File: config.mk
export PLATFORM = sky130hd
export DESIGN_NAME = melody_note_parser_flat
export DESIGN_NICKNAME = d
export VERILOG_FILES = /design/src/sv/mnp_pkg.sv /design/src/sv/mnp_if.sv /design/src/sv/melody_note_parser.sv /design/src/sv/mnp_parser.sv /design/src/sv/mnp_tone.sv /design/src/flat_wrapper.sv
export VERILOG_INCLUDE_DIRS = /design/src /design/src/sv
export SDC_FILE = /design/constraint.sdc
export NUM_CORES = 1
export LEC_CHECK = 0
export BUFFER_PORTS_ARGS = -buffer_cell sky130_fd_sc_hd__buf_2
export CORE_MARGIN = 2
export CORE_UTILIZATION = 54
export CTS_CLUSTER_DIAMETER = 100
export CTS_CLUSTER_SIZE = 30
export DETAILED_ROUTE_END_ITERATION = 8
export PLACE_DENSITY = 0.84
export SLEW_MARGIN = 20
export SYNTH_ARGS = -nofsm -noshare
export SYNTH_HDL_FRONTEND = slang
export SYNTH_SLANG_ARGS = --single-unit
File: constraint.sdc
create_clock -name clock -period 3.65 [get_ports clock]
set_input_delay 0.365 -clock clock [delete_from_list [all_inputs] [get_ports clock]]
set_output_delay 0.365 -clock clock [all_outputs]
set_load 0.01 [all_outputs]
File: src/sv/melody_note_parser_macros.svh
// assertion macros shared by the melody note parser modules
// expects signals named clock and reset in the module that uses them
`ifndef MELODY_NOTE_PARSER_MACROS_SVH
`define MELODY_NOTE_PARSER_MACROS_SVH

// checked only outside reset
`define MNP_ASSERT(lbl, prop, msg) \
   lbl: assert property (@(posedge clock) disable iff (reset) prop) \
      else $error(msg);

// checked on every edge, reset included
`define MNP_ASSERT_RST(lbl, prop, msg) \
   lbl: assert property (@(posedge clock) prop) else $error(msg);

`endif

File: src/sv/mnp_pkg.sv
// constants, lookup tables and types for the melody note parser
// no dependencies; used by the interfaces and every module
package mnp_pkg;

   localparam longint unsigned PWM_CLOCK_HZ = 64'd1000000;
   localparam longint unsigned SEMIBREVE_MS = 64'd500;

   localparam int CHAR_W     = 8;
   localparam int STATUS_W   = 2;
   localparam int PERIOD_W   = 16;
   localparam int DURATION_W = 12;
   localparam int NOTE_W     = 4;
   localparam int DIGIT_W    = 4;

   localparam logic [CHAR_W-1:0] CH_NUL   = 8'h00;
   localparam logic [CHAR_W-1:0] CH_SPACE = 8'h20;
   localparam logic [CHAR_W-1:0] CH_HASH  = 8'h23;
   localparam logic [CHAR_W-1:0] CH_SLASH = 8'h2F;
   localparam logic [CHAR_W-1:0] CH_ZERO  = 8'h30;
   localparam logic [CHAR_W-1:0] CH_ONE   = 8'h31;
   localparam logic [CHAR_W-1:0] CH_NINE  = 8'h39;
   localparam logic [CHAR_W-1:0] CH_A     = 8'h41;
   localparam logic [CHAR_W-1:0] CH_G     = 8'h47;
   localparam logic [CHAR_W-1:0] CH_P     = 8'h50;

   localparam logic [DIGIT_W-1:0] DEFAULT_OCTAVE   = 4'd4;
   localparam logic [DIGIT_W-1:0] DEFAULT_FRACTION = 4'd4;
   localparam logic [NOTE_W-1:0]  SEMITONES        = 4'd12;

   typedef enum logic [STATUS_W-1:0] {
      ST_TONE  = 2'd0,
      ST_PAUSE = 2'd1,
      ST_ERROR = 2'd2,
      ST_END   = 2'd3
   } status_type;

   // octave-4 frequencies in millihertz
   localparam longint unsigned FREQ4_MHZ [12] = '{
      64'd261626, 64'd277183, 64'd293665, 64'd311127, 64'd329628, 64'd349228,
      64'd369994, 64'd391995, 64'd415305, 64'd440000, 64'd466164, 64'd493883
   };

   // octave-0 periods; any octave is a right shift of these
   localparam longint unsigned PERIOD_NUM = PWM_CLOCK_HZ * 64'd16000;
   localparam int PERIOD_BASE_W = $clog2(PERIOD_NUM / FREQ4_MHZ[0] + 64'd1);
   localparam int PERIOD_CALC_W = (PERIOD_BASE_W > PERIOD_W) ? PERIOD_BASE_W : PERIOD_W;
   localparam logic [PERIOD_CALC_W-1:0] PERIOD_SAT = PERIOD_CALC_W'({PERIOD_W{1'b1}});

   localparam logic [PERIOD_CALC_W-1:0] PERIOD_BASE [12] = '{
      PERIOD_CALC_W'(PERIOD_NUM / FREQ4_MHZ[0]),  PERIOD_CALC_W'(PERIOD_NUM / FREQ4_MHZ[1]),
      PERIOD_CALC_W'(PERIOD_NUM / FREQ4_MHZ[2]),  PERIOD_CALC_W'(PERIOD_NUM / FREQ4_MHZ[3]),
      PERIOD_CALC_W'(PERIOD_NUM / FREQ4_MHZ[4]),  PERIOD_CALC_W'(PERIOD_NUM / FREQ4_MHZ[5]),
      PERIOD_CALC_W'(PERIOD_NUM / FREQ4_MHZ[6]),  PERIOD_CALC_W'(PERIOD_NUM / FREQ4_MHZ[7]),
      PERIOD_CALC_W'(PERIOD_NUM / FREQ4_MHZ[8]),  PERIOD_CALC_W'(PERIOD_NUM / FREQ4_MHZ[9]),
      PERIOD_CALC_W'(PERIOD_NUM / FREQ4_MHZ[10]), PERIOD_CALC_W'(PERIOD_NUM / FREQ4_MHZ[11])
   };

   // duration by fraction digit; zero is treated as one
   localparam logic [DURATION_W-1:0] LENGTH_MS_LUT [16] = '{
      DURATION_W'(SEMIBREVE_MS / 64'd1),  DURATION_W'(SEMIBREVE_MS / 64'd1),
      DURATION_W'(SEMIBREVE_MS / 64'd2),  DURATION_W'(SEMIBREVE_MS / 64'd3),
      DURATION_W'(SEMIBREVE_MS / 64'd4),  DURATION_W'(SEMIBREVE_MS / 64'd5),
      DURATION_W'(SEMIBREVE_MS / 64'd6),  DURATION_W'(SEMIBREVE_MS / 64'd7),
      DURATION_W'(SEMIBREVE_MS / 64'd8),  DURATION_W'(SEMIBREVE_MS / 64'd9),
      DURATION_W'(SEMIBREVE_MS / 64'd10), DURATION_W'(SEMIBREVE_MS / 64'd11),
      DURATION_W'(SEMIBREVE_MS / 64'd12), DURATION_W'(SEMIBREVE_MS / 64'd13),
      DURATION_W'(SEMIBREVE_MS / 64'd14), DURATION_W'(SEMIBREVE_MS / 64'd15)
   };

   // semitone of A..G above C
   localparam logic [NOTE_W-1:0] LETTER_POS [7] = '{
      4'd9, 4'd11, 4'd0, 4'd2, 4'd4, 4'd5, 4'd7
   };

   typedef struct packed {
      status_type          status;
      logic                last;
      logic [NOTE_W-1:0]   semitone;
      logic                sharp;
      logic [DIGIT_W-1:0]  octave;
      logic [DIGIT_W-1:0]  fraction;
   } parse_result_type;

   typedef struct packed {
      status_type             status;
      logic [PERIOD_W-1:0]    period_counts;
      logic [DURATION_W-1:0]  length_ms;
      logic                   last;
   } rsp_payload_type;

endpackage

File: src/sv/mnp_if.sv
// valid/ready stream interfaces for melody text bytes and tone commands
// depends on mnp_pkg
interface mnp_req_if import mnp_pkg::*; ();
   logic              valid;
   logic              ready;
   logic [CHAR_W-1:0] char_code;

   modport source (output valid, output char_code, input ready);
   modport sink (input valid, input char_code, output ready);
endinterface

interface mnp_rsp_if import mnp_pkg::*; ();
   logic                  valid;
   logic                  ready;
   logic [STATUS_W-1:0]   status;
   logic [PERIOD_W-1:0]   period_counts;
   logic [DURATION_W-1:0] length_ms;
   logic                  last;

   modport source (output valid, output status, output period_counts,
                   output length_ms, output last, input ready);
   modport sink (input valid, input status, input period_counts,
                 input length_ms, input last, output ready);
endinterface

File: src/sv/melody_note_parser.sv
// melody note parser top level: input byte register, parser, tone lookup, result register
// depends on mnp_pkg, mnp_if, mnp_parser, mnp_tone and melody_note_parser_macros.svh
//
// req_chan carries melody text one byte per transfer; rsp_chan carries tone commands
// (status, period_counts, length_ms, last). a space ends a token and gives one
// command, a zero byte ends the melody and gives one command with last set, an
// error gives a command with last set and then drops bytes up to and including the
// zero byte; bytes inside a token give no command
// a byte taken from req_chan is held in the input register, parsed from there, and
// its command is loaded into the result register, which drives rsp_chan.valid
// throughput: one byte per cycle while rsp_chan does not stall, set by the
// combinational parse and table lookup between the input and result registers
// when rsp_chan stalls, bytes that give no command still go through; a byte that
// gives a command waits in the input register and req_chan.ready stays low until
// the pending command is taken
// reset empties both registers and puts the parser at token start with defaults
`include "melody_note_parser_macros.svh"

module melody_note_parser import mnp_pkg::*; (
   input  logic          clock,
   input  logic          reset,
   mnp_req_if.sink       req_chan,
   mnp_rsp_if.source     rsp_chan
);

   logic               in_valid_ff, in_valid_in;
   logic [CHAR_W-1:0]  in_char_ff;
   logic               rsp_valid_ff, rsp_valid_in;
   rsp_payload_type    rsp_data_ff;

   logic               emit;
   logic               advance;
   logic               req_xfer;
   parse_result_type   result;
   rsp_payload_type    payload;

   mnp_parser u_parser (
      .clock     (clock),
      .reset     (reset),
      .step      (advance),
      .char_code (in_char_ff),
      .emit      (emit),
      .result    (result)
   );

   mnp_tone u_tone (
      .result  (result),
      .payload (payload)
   );

   always_comb begin
      advance        = in_valid_ff && (!emit || !rsp_valid_ff || rsp_chan.ready);
      req_chan.ready = !in_valid_ff || advance;
      req_xfer       = req_chan.valid && req_chan.ready;

      if (req_xfer) begin
         in_valid_in = 1'b1;
      end else if (advance) begin
         in_valid_in = 1'b0;
      end else begin
         in_valid_in = in_valid_ff;
      end

      if (advance && emit) begin
         rsp_valid_in = 1'b1;
      end else if (rsp_chan.ready) begin
         rsp_valid_in = 1'b0;
      end else begin
         rsp_valid_in = rsp_valid_ff;
      end
   end

   always_ff @(posedge clock) begin
      if (reset) begin
         in_valid_ff  <= 1'b0;
         rsp_valid_ff <= 1'b0;
      end else begin
         in_valid_ff  <= in_valid_in;
         rsp_valid_ff <= rsp_valid_in;
      end
      if (req_xfer) begin
         in_char_ff <= req_chan.char_code;
      end
      if (advance && emit) begin
         rsp_data_ff <= payload;
      end
   end

   assign rsp_chan.valid         = rsp_valid_ff;
   assign rsp_chan.status        = rsp_data_ff.status;
   assign rsp_chan.period_counts = rsp_data_ff.period_counts;
   assign rsp_chan.length_ms     = rsp_data_ff.length_ms;
   assign rsp_chan.last          = rsp_data_ff.last;

   `MNP_ASSERT(a_no_overwrite, advance && emit && rsp_valid_ff |-> rsp_chan.ready, "result register overwritten before transfer")
   `MNP_ASSERT_RST(a_reset_empty, $past(reset) |-> !rsp_valid_ff && !in_valid_ff, "registers not empty after reset")

endmodule

File: src/sv/mnp_parser.sv
// token parser: phase state machine and held note fields, one byte per step
// depends on mnp_pkg and melody_note_parser_macros.svh
`include "melody_note_parser_macros.svh"

module mnp_parser import mnp_pkg::*; (
   input  logic              clock,
   input  logic              reset,
   input  logic              step,
   input  logic [CHAR_W-1:0] char_code,
   output logic              emit,
   output parse_result_type  result
);

   typedef enum logic [2:0] {
      PH_START,
      PH_NAME,
      PH_SHARP,
      PH_OCT,
      PH_SLASH,
      PH_SKIP
   } phase_type;

   phase_type            phase_ff, phase_in;
   logic [NOTE_W-1:0]    semitone_ff, semitone_in;
   logic                 pause_ff, pause_in;
   logic                 sharp_ff, sharp_in;
   logic [DIGIT_W-1:0]   octave_ff, octave_in;
   logic [DIGIT_W-1:0]   fraction_ff, fraction_in;
   logic                 halted_ff, halted_in;

   logic                 is_nul;
   logic                 is_digit;
   logic                 is_frac_digit;
   logic                 is_letter;
   logic                 do_fail;
   logic                 clear_token;
   logic [CHAR_W-1:0]    letter_off;
   logic [CHAR_W-1:0]    digit_val;

   always_comb begin
      is_nul        = (char_code == CH_NUL);
      is_digit      = char_code inside {[CH_ZERO:CH_NINE]};
      is_frac_digit = char_code inside {[CH_ONE:CH_NINE]};
      is_letter     = char_code inside {[CH_A:CH_G]};
      letter_off    = char_code - CH_A;
      digit_val     = char_code - CH_ZERO;

      phase_in    = phase_ff;
      semitone_in = semitone_ff;
      pause_in    = pause_ff;
      sharp_in    = sharp_ff;
      octave_in   = octave_ff;
      fraction_in = fraction_ff;
      halted_in   = halted_ff;
      do_fail     = 1'b0;
      clear_token = 1'b0;
      emit        = 1'b0;

      result.status   = pause_ff ? ST_PAUSE : ST_TONE;
      result.last     = is_nul;
      result.semitone = semitone_ff;
      result.sharp    = sharp_ff;
      result.octave   = octave_ff;
      result.fraction = fraction_ff;

      if (halted_ff) begin
         if (is_nul) begin
            halted_in   = 1'b0;
            clear_token = 1'b1;
         end
      end else if (phase_ff == PH_START) begin
         clear_token = 1'b1;
         if (is_nul) begin
            emit          = 1'b1;
            result.status = ST_END;
            result.last   = 1'b1;
         end else if (char_code == CH_P) begin
            clear_token = 1'b0;
            semitone_in = '0;
            sharp_in    = 1'b0;
            octave_in   = DEFAULT_OCTAVE;
            fraction_in = DEFAULT_FRACTION;
            pause_in    = 1'b1;
            phase_in    = PH_OCT;
         end else if (is_letter) begin
            clear_token = 1'b0;
            semitone_in = LETTER_POS[letter_off[2:0]];
            sharp_in    = 1'b0;
            pause_in    = 1'b0;
            octave_in   = DEFAULT_OCTAVE;
            fraction_in = DEFAULT_FRACTION;
            phase_in    = PH_NAME;
         end else begin
            do_fail = 1'b1;
         end
      end else if (is_nul || char_code == CH_SPACE) begin
         if (phase_ff == PH_SLASH) begin
            do_fail = 1'b1;
         end else begin
            emit        = 1'b1;
            clear_token = 1'b1;
         end
      end else begin
         case (phase_ff)
            PH_NAME: begin
               if (char_code == CH_HASH) begin
                  sharp_in = 1'b1;
                  phase_in = PH_SHARP;
               end else if (is_digit) begin
                  octave_in = digit_val[DIGIT_W-1:0];
                  phase_in  = PH_OCT;
               end else if (char_code == CH_SLASH) begin
                  phase_in = PH_SLASH;
               end else begin
                  phase_in = PH_SKIP;
               end
            end
            PH_SHARP: begin
               if (is_digit) begin
                  octave_in = digit_val[DIGIT_W-1:0];
                  phase_in  = PH_OCT;
               end else if (char_code == CH_SLASH) begin
                  phase_in = PH_SLASH;
               end else begin
                  phase_in = PH_SKIP;
               end
            end
            PH_OCT: begin
               phase_in = (char_code == CH_SLASH) ? PH_SLASH : PH_SKIP;
            end
            PH_SLASH: begin
               if (is_frac_digit) begin
                  fraction_in = digit_val[DIGIT_W-1:0];
                  phase_in    = PH_SKIP;
               end else begin
                  do_fail = 1'b1;
               end
            end
            default: begin
               phase_in = PH_SKIP;
            end
         endcase
      end

      if (do_fail) begin
         emit          = 1'b1;
         result.status = ST_ERROR;
         result.last   = 1'b1;
         clear_token   = 1'b1;
         halted_in     = !is_nul;
      end

      if (clear_token) begin
         phase_in    = PH_START;
         semitone_in = '0;
         pause_in    = 1'b0;
         sharp_in    = 1'b0;
         octave_in   = DEFAULT_OCTAVE;
         fraction_in = DEFAULT_FRACTION;
      end
   end

   always_ff @(posedge clock) begin
      if (reset) begin
         phase_ff    <= PH_START;
         semitone_ff <= '0;
         pause_ff    <= 1'b0;
         sharp_ff    <= 1'b0;
         octave_ff   <= DEFAULT_OCTAVE;
         fraction_ff <= DEFAULT_FRACTION;
         halted_ff   <= 1'b0;
      end else if (step) begin
         phase_ff    <= phase_in;
         semitone_ff <= semitone_in;
         pause_ff    <= pause_in;
         sharp_ff    <= sharp_in;
         octave_ff   <= octave_in;
         fraction_ff <= fraction_in;
         halted_ff   <= halted_in;
      end
   end

   `MNP_ASSERT(a_halt_at_start, halted_ff |-> phase_ff == PH_START, "halted mid-token")
   `MNP_ASSERT(a_nul_restarts, step && is_nul |=> !halted_ff && phase_ff == PH_START, "end byte did not restart parsing")

endmodule

File: src/sv/mnp_tone.sv
// tone lookup: period from semitone and octave, duration from fraction
// depends on mnp_pkg
module mnp_tone import mnp_pkg::*; (
   input  parse_result_type result,
   output rsp_payload_type  payload
);

   logic [NOTE_W:0]             pos_sum;
   logic [NOTE_W-1:0]           pos;
   logic [DIGIT_W-1:0]          oct;
   logic [PERIOD_CALC_W-1:0]    shifted;
   logic [PERIOD_W-1:0]         period;
   logic [DURATION_W-1:0]       duration;

   always_comb begin
      pos_sum = {1'b0, result.semitone} + {{NOTE_W{1'b0}}, result.sharp};
      if (pos_sum >= {1'b0, SEMITONES}) begin
         // b sharp wraps to c of the next octave
         pos = pos_sum[NOTE_W-1:0] - SEMITONES;
         oct = result.octave + 4'd1;
      end else begin
         pos = pos_sum[NOTE_W-1:0];
         oct = result.octave;
      end
      shifted  = PERIOD_BASE[pos] >> oct;
      period   = (shifted > PERIOD_SAT) ? PERIOD_SAT[PERIOD_W-1:0] : shifted[PERIOD_W-1:0];
      duration = LENGTH_MS_LUT[result.fraction];

      payload.status = result.status;
      payload.last   = result.last;
      case (result.status)
         ST_TONE: begin
            payload.period_counts = period;
            payload.length_ms     = duration;
         end
         ST_PAUSE: begin
            payload.period_counts = '0;
            payload.length_ms     = duration;
         end
         default: begin
            payload.period_counts = '0;
            payload.length_ms     = '0;
         end
      endcase
   end

endmodule
File: src/flat_wrapper.sv
// flat-port wrapper written by rule: the top's interface ports become plain ports
module melody_note_parser_flat import mnp_pkg::*;
  (clock, reset, req_chan_valid, req_chan_char_code, req_chan_ready, rsp_chan_valid, rsp_chan_status, rsp_chan_period_counts, rsp_chan_length_ms, rsp_chan_last, rsp_chan_ready);
  mnp_req_if req_chan_i ();
  mnp_rsp_if rsp_chan_i ();
  input  logic clock;
  input  logic reset;
  input wire logic [$bits(req_chan_i.valid)-1:0] req_chan_valid;
  input wire logic [$bits(req_chan_i.char_code)-1:0] req_chan_char_code;
  output wire logic [$bits(req_chan_i.ready)-1:0] req_chan_ready;
  output wire logic [$bits(rsp_chan_i.valid)-1:0] rsp_chan_valid;
  output wire logic [$bits(rsp_chan_i.status)-1:0] rsp_chan_status;
  output wire logic [$bits(rsp_chan_i.period_counts)-1:0] rsp_chan_period_counts;
  output wire logic [$bits(rsp_chan_i.length_ms)-1:0] rsp_chan_length_ms;
  output wire logic [$bits(rsp_chan_i.last)-1:0] rsp_chan_last;
  input wire logic [$bits(rsp_chan_i.ready)-1:0] rsp_chan_ready;
  assign req_chan_i.valid = req_chan_valid;
  assign req_chan_i.char_code = req_chan_char_code;
  assign req_chan_ready = req_chan_i.ready;
  assign rsp_chan_valid = rsp_chan_i.valid;
  assign rsp_chan_status = rsp_chan_i.status;
  assign rsp_chan_period_counts = rsp_chan_i.period_counts;
  assign rsp_chan_length_ms = rsp_chan_i.length_ms;
  assign rsp_chan_last = rsp_chan_i.last;
  assign rsp_chan_i.ready = rsp_chan_ready;
  melody_note_parser u_core (.clock(clock), .reset(reset), .req_chan(req_chan_i), .rsp_chan(rsp_chan_i));
endmodule
==> key figures <==
Run status
  – Result of the run: complete, no violations

Setup path
  – Termination of the worst setup path: u_core.rsp_chan.period_counts[1]$_DFFE_PP_
  – Crit. Startpoint: u_core.u_parser.sharp_ff$_SDFFE_PP0P_
  – Crit-path cells: ha_2 > and2_1 > nand2_1 > xnor2_1 > ha_2 > nor2_1 > buf_4 > a221oi_4 > buf_4 > a211oi_1 > a311oi_1 > mux2_2 > mux2i_1 > mux2i_1 > a211oi_2
  – R2r worst-path depth: 15
  – Worst path required time: 3.68 ns
  – Worst setup EP type: register
  – Flop2flop setup slack: 0.18 ns
  – Critical Path Source Type: register
  – CP arrival: 3.50 ns
  – CP max stage cell: a311oi_1
  – CP Class: register to register
  – Critical Path Max Stage Delay: between 0.3 and 0.4 ns
  – R2R Path Start: u_core.u_parser.sharp_ff$_SDFFE_PP0P_
  – CP max FO: 6
  – Crit Reg-Reg Endpoint: u_core.rsp_chan.period_counts[1]$_DFFE_PP_

Clock network
  – CTS tree: built
  – CTS clk-pin slew, worst paths: 0.10 ns
  – Total CTS buffers: 5
  – Max Buffers Root-to-Sink: 2
  – Root buf cell: clkbuf_8
  – CTS H-tree lvls: 2
  – Clk_lat worst skew: 0.31 ns
  – Number of hold buffers added after cts: 0
  – Sink Count: 56

Drt
  – DRC Markers: 0
  – Final antenna-violating net count: 0
  – Starting DRT DRC Count: 316
  – Routed length per instance: 16.5 um
  – Via count: 3958
  – DRT Pass-1 Iters: 5
  – Routed WL: roughly 10000 um
  – Post-DR vias/cell: 6.27

Floorplan
  – Core box area: 7730 um2
  – Die area: 8720 um2
  – Die width: 93.4 um
  – Initial core utilization: between 50% and 60%
  – Ports: 45
  – Die Span Y: between 90 and 100 um
  – Core Rows: 32

Finish
  – Commonest non-fill, non-tap cell in the layout: buf_4
  – Nets: 562
  – Synth-to-Final Area Change: 15.4%
  – Antenna Cells: 0
  – Share of cells above drive strength 1: 26.7%
  – Commonest non-fill, non-tap cells in the layout: buf_4 (45), nor2_1 (41), buf_2 (41), edfxtp_1 (36), a21oi_1 (29)

Power
  – Power Density: 292 nW/um2
  – Net Sw Frac: 29.1%
  – Combinational power share: around 22%
  – VDD IR max: 0.000166 V
  – Power, Total: 0.00145 W
  – Clock power frac: around a quarter
  – Leakage: around 1.9 nW
  – Switching Power: approximately 0.00042 W
  – Internal cell power: 0.00103 W
  – Sequential fraction of design power: 51.2%

Timing
  – Period utilisation layout: 95.0%
  – Minimum clock period: 3.47 ns
  – Worst Skew: 0.00842 ns
  – # setup viols final: 0
  – Final Hold Vio Count: 0
  – Unrepaired setup endpoints after global routing: false
  – Worst Setup Slack, final: 0.182 ns
  – Worst slew pin tran: 0.685 ns
  – Setup TNS: 0 ns
  – Slew HR: 54.2%
  – Fin. max-slew vios: 0
  – Fmax: 288 MHz

Logic synthesis
  – Number of library cell types mapped by synthesis: 94
  – Synth Flop Type: edfxtp_1
  – Seq/Total Area, Yosys: 34.3%
  – Synthesized area per cell: just over 9 um2
  – Post-synthesis register bit count: 56
  – Post-synthesis instance total: 463
  – Post-Syn Area: between 4000 and 5000 um2
  – Yosys warnings: 0
  – Post-synth ARST share: 0%
  – Number of synthesized flops with an enable pin: 36

Job
  – Max Cap Viol: 0

Placed design
  – Post-Place Worst Slack: 0.157 ns
  – Routability congestion estimate from global placement: about 0.97
  – # port buffers: 41
  – Dpl hpwl: between 7000 and 8000 um

Hold path
  – Hold WC Path Type: input pin to register

Global route
  – First-pass GRT wire length: 17000 um
  – Number of global-route vias before repair: 3581
  – Initial antenna violation count: 0
  – Pin count of the biggest net entering global routing: 29
  – Global Route Usage Sum: 24.1%
  – GR Overflow Total: 0
==> metrics by stage <==
stage,hold slack (ns),cells,util [%],area [um2]
after floorplan,0.454,465,-,4320
after global placement,0.467,620,62.2,4810
after detailed placement,0.488,620,62.2,4810
after CTS,0.222,628,63.6,4920
after global routing,0.203,631,64.4,4980
final,0.223,631,64.4,4980
==> power by group through the flow <==
stage | logic, W | clock network (W) | registers, W
finish | 0.000324 | 0.000384 | 0.000744
global route | 0.000355 | 0.000417 | 0.000748
CTS | 0.000317 | 0.000389 | 0.000743
detailed placement | 0.000314 | 0 | 0.000758
global placement | 0.000309 | 0 | 0.000756
floorplan | 0.000214 | 0 | 0.000762
==> state kept, by name (all words and copies together) (netlist names) <==
signal                         flops
u_core.u_parser.semitone_ff        4
u_core.rsp_chan.length_ms          9
u_core.in_char_ff                  8
u_core.rsp_chan.period_counts     16
u_core.rsp_chan.status             2
u_core.rsp_chan.valid              1
u_core.u_parser.pause_ff           1
u_core.u_parser.phase_ff           3
u_core.u_parser.halted_ff          1
u_core.u_parser.fraction_ff        4
u_core.in_valid_ff                 1
u_core.u_parser.sharp_ff           1
u_core.rsp_chan.last               1
u_core.u_parser.octave_ff          4
==> metal layers <==
metal  up-vias  global-route usage [%]  wire, um
met5         -                       0         0
met3        31                    3.79       703
met2       195                    38.7      4880
met4         0                    8.82       293
li1       1891                       -         -
met1      1841                    32.9      4540
==> cell type report <==
type                            count  area [um2]
Clock buffer                        7        97.6
Clock inverter                      1        8.76
Fill cell                         599        2750
Inverter                           17        63.8
Multi-Input combinational cell    362        2660
Sequential cell                    56        1480
Tap cell                          102         128
Timing Repair Buffer               86         543
==> cells in the mapped netlist (3+ instances only) <==
library cell | count | area [um2]
and2_1 | 6 | 37.5
nor2_1 | 42 | 158
xnor2_1 | 4 | 35.0
nor2b_1 | 4 | 25.0
nand4_1 | 4 | 25.0
o2111ai_1 | 4 | 35.0
ha_1 | 22 | 275
inv_1 | 17 | 63.8
nand3_1 | 18 | 90.1
buf_4 | 6 | 45.0
o21ai_1 | 5 | 25.0
and3_1 | 5 | 31.3
edfxtp_1 | 36 | 1080
a22o_1 | 4 | 35.0
buf_2 | 9 | 45.0
nand3b_1 | 3 | 22.5
o21ai_0 | 14 | 70.1
clkbuf_1 | 13 | 48.8
xor2_1 | 3 | 26.3
a31oi_1 | 8 | 50.1
nor3_1 | 19 | 95.1
mux2i_1 | 15 | 150
o211ai_1 | 10 | 75.1
nand2_1 | 28 | 105
a21boi_1 | 3 | 22.5
dfxtp_1 | 20 | 400
mux2_2 | 5 | 56.3
a311oi_1 | 4 | 35.0
a21oi_2 | 4 | 35.0
a211oi_1 | 13 | 97.6
a21oi_1 | 29 | 145
o31ai_1 | 3 | 22.5
nand2b_1 | 3 | 18.8
o22ai_1 | 3 | 18.8
==> worst min path at each step <==
stage                                                      from                                           to  slack (ns)  cells after the start
detailed placement  u_core.u_parser.semitone_ff[0]$_SDFFE_PP0P_  u_core.u_parser.semitone_ff[0]$_SDFFE_PP0P_        0.49                      1
global route                              req_chan_char_code[0]               u_core.in_char_ff[0]$_DFFE_PP_        0.20                      1
CTS                                       req_chan_char_code[0]               u_core.in_char_ff[0]$_DFFE_PP_        0.22                      1
floorplan           u_core.u_parser.semitone_ff[0]$_SDFFE_PP0P_  u_core.u_parser.semitone_ff[0]$_SDFFE_PP0P_        0.45                      1
finish                                    req_chan_char_code[0]               u_core.in_char_ff[0]$_DFFE_PP_        0.22                      1
global placement    u_core.u_parser.semitone_ff[0]$_SDFFE_PP0P_  u_core.u_parser.semitone_ff[0]$_SDFFE_PP0P_        0.47                      1
==> logic make-up (layout without fill, tap and decap cells) <==
family          count (synthesis)  after routing  share of synthesized area (%)
other cells                     1              3                         0.0869
mux                            22             22                           5.83
flops                          56             56                           34.3
fa+ha+maj                      22             22                           6.38
simple gates                  160            160                           19.7
xor+xnor                        7              7                           1.42
buf+inv                        47            111                           5.22
compound gates                148            148                           27.0
==> critical path, delay by kind of cell, from the launching register on <==
kind            cells  cell delay [ns]
xor+xnor            1             0.13
fa+ha+maj           2             0.58
flops               1             0.36
simple gates        3             0.28
mux                 3             0.69
buf+inv             2             0.35
compound gates      4             0.80
==> repair_timing <==
action                     in CTS  in global routing
resized for setup               0                  9
setup endpoints to repair       0                 10
buffers inserted                0                  3
(Power assumes the default switching activity.)
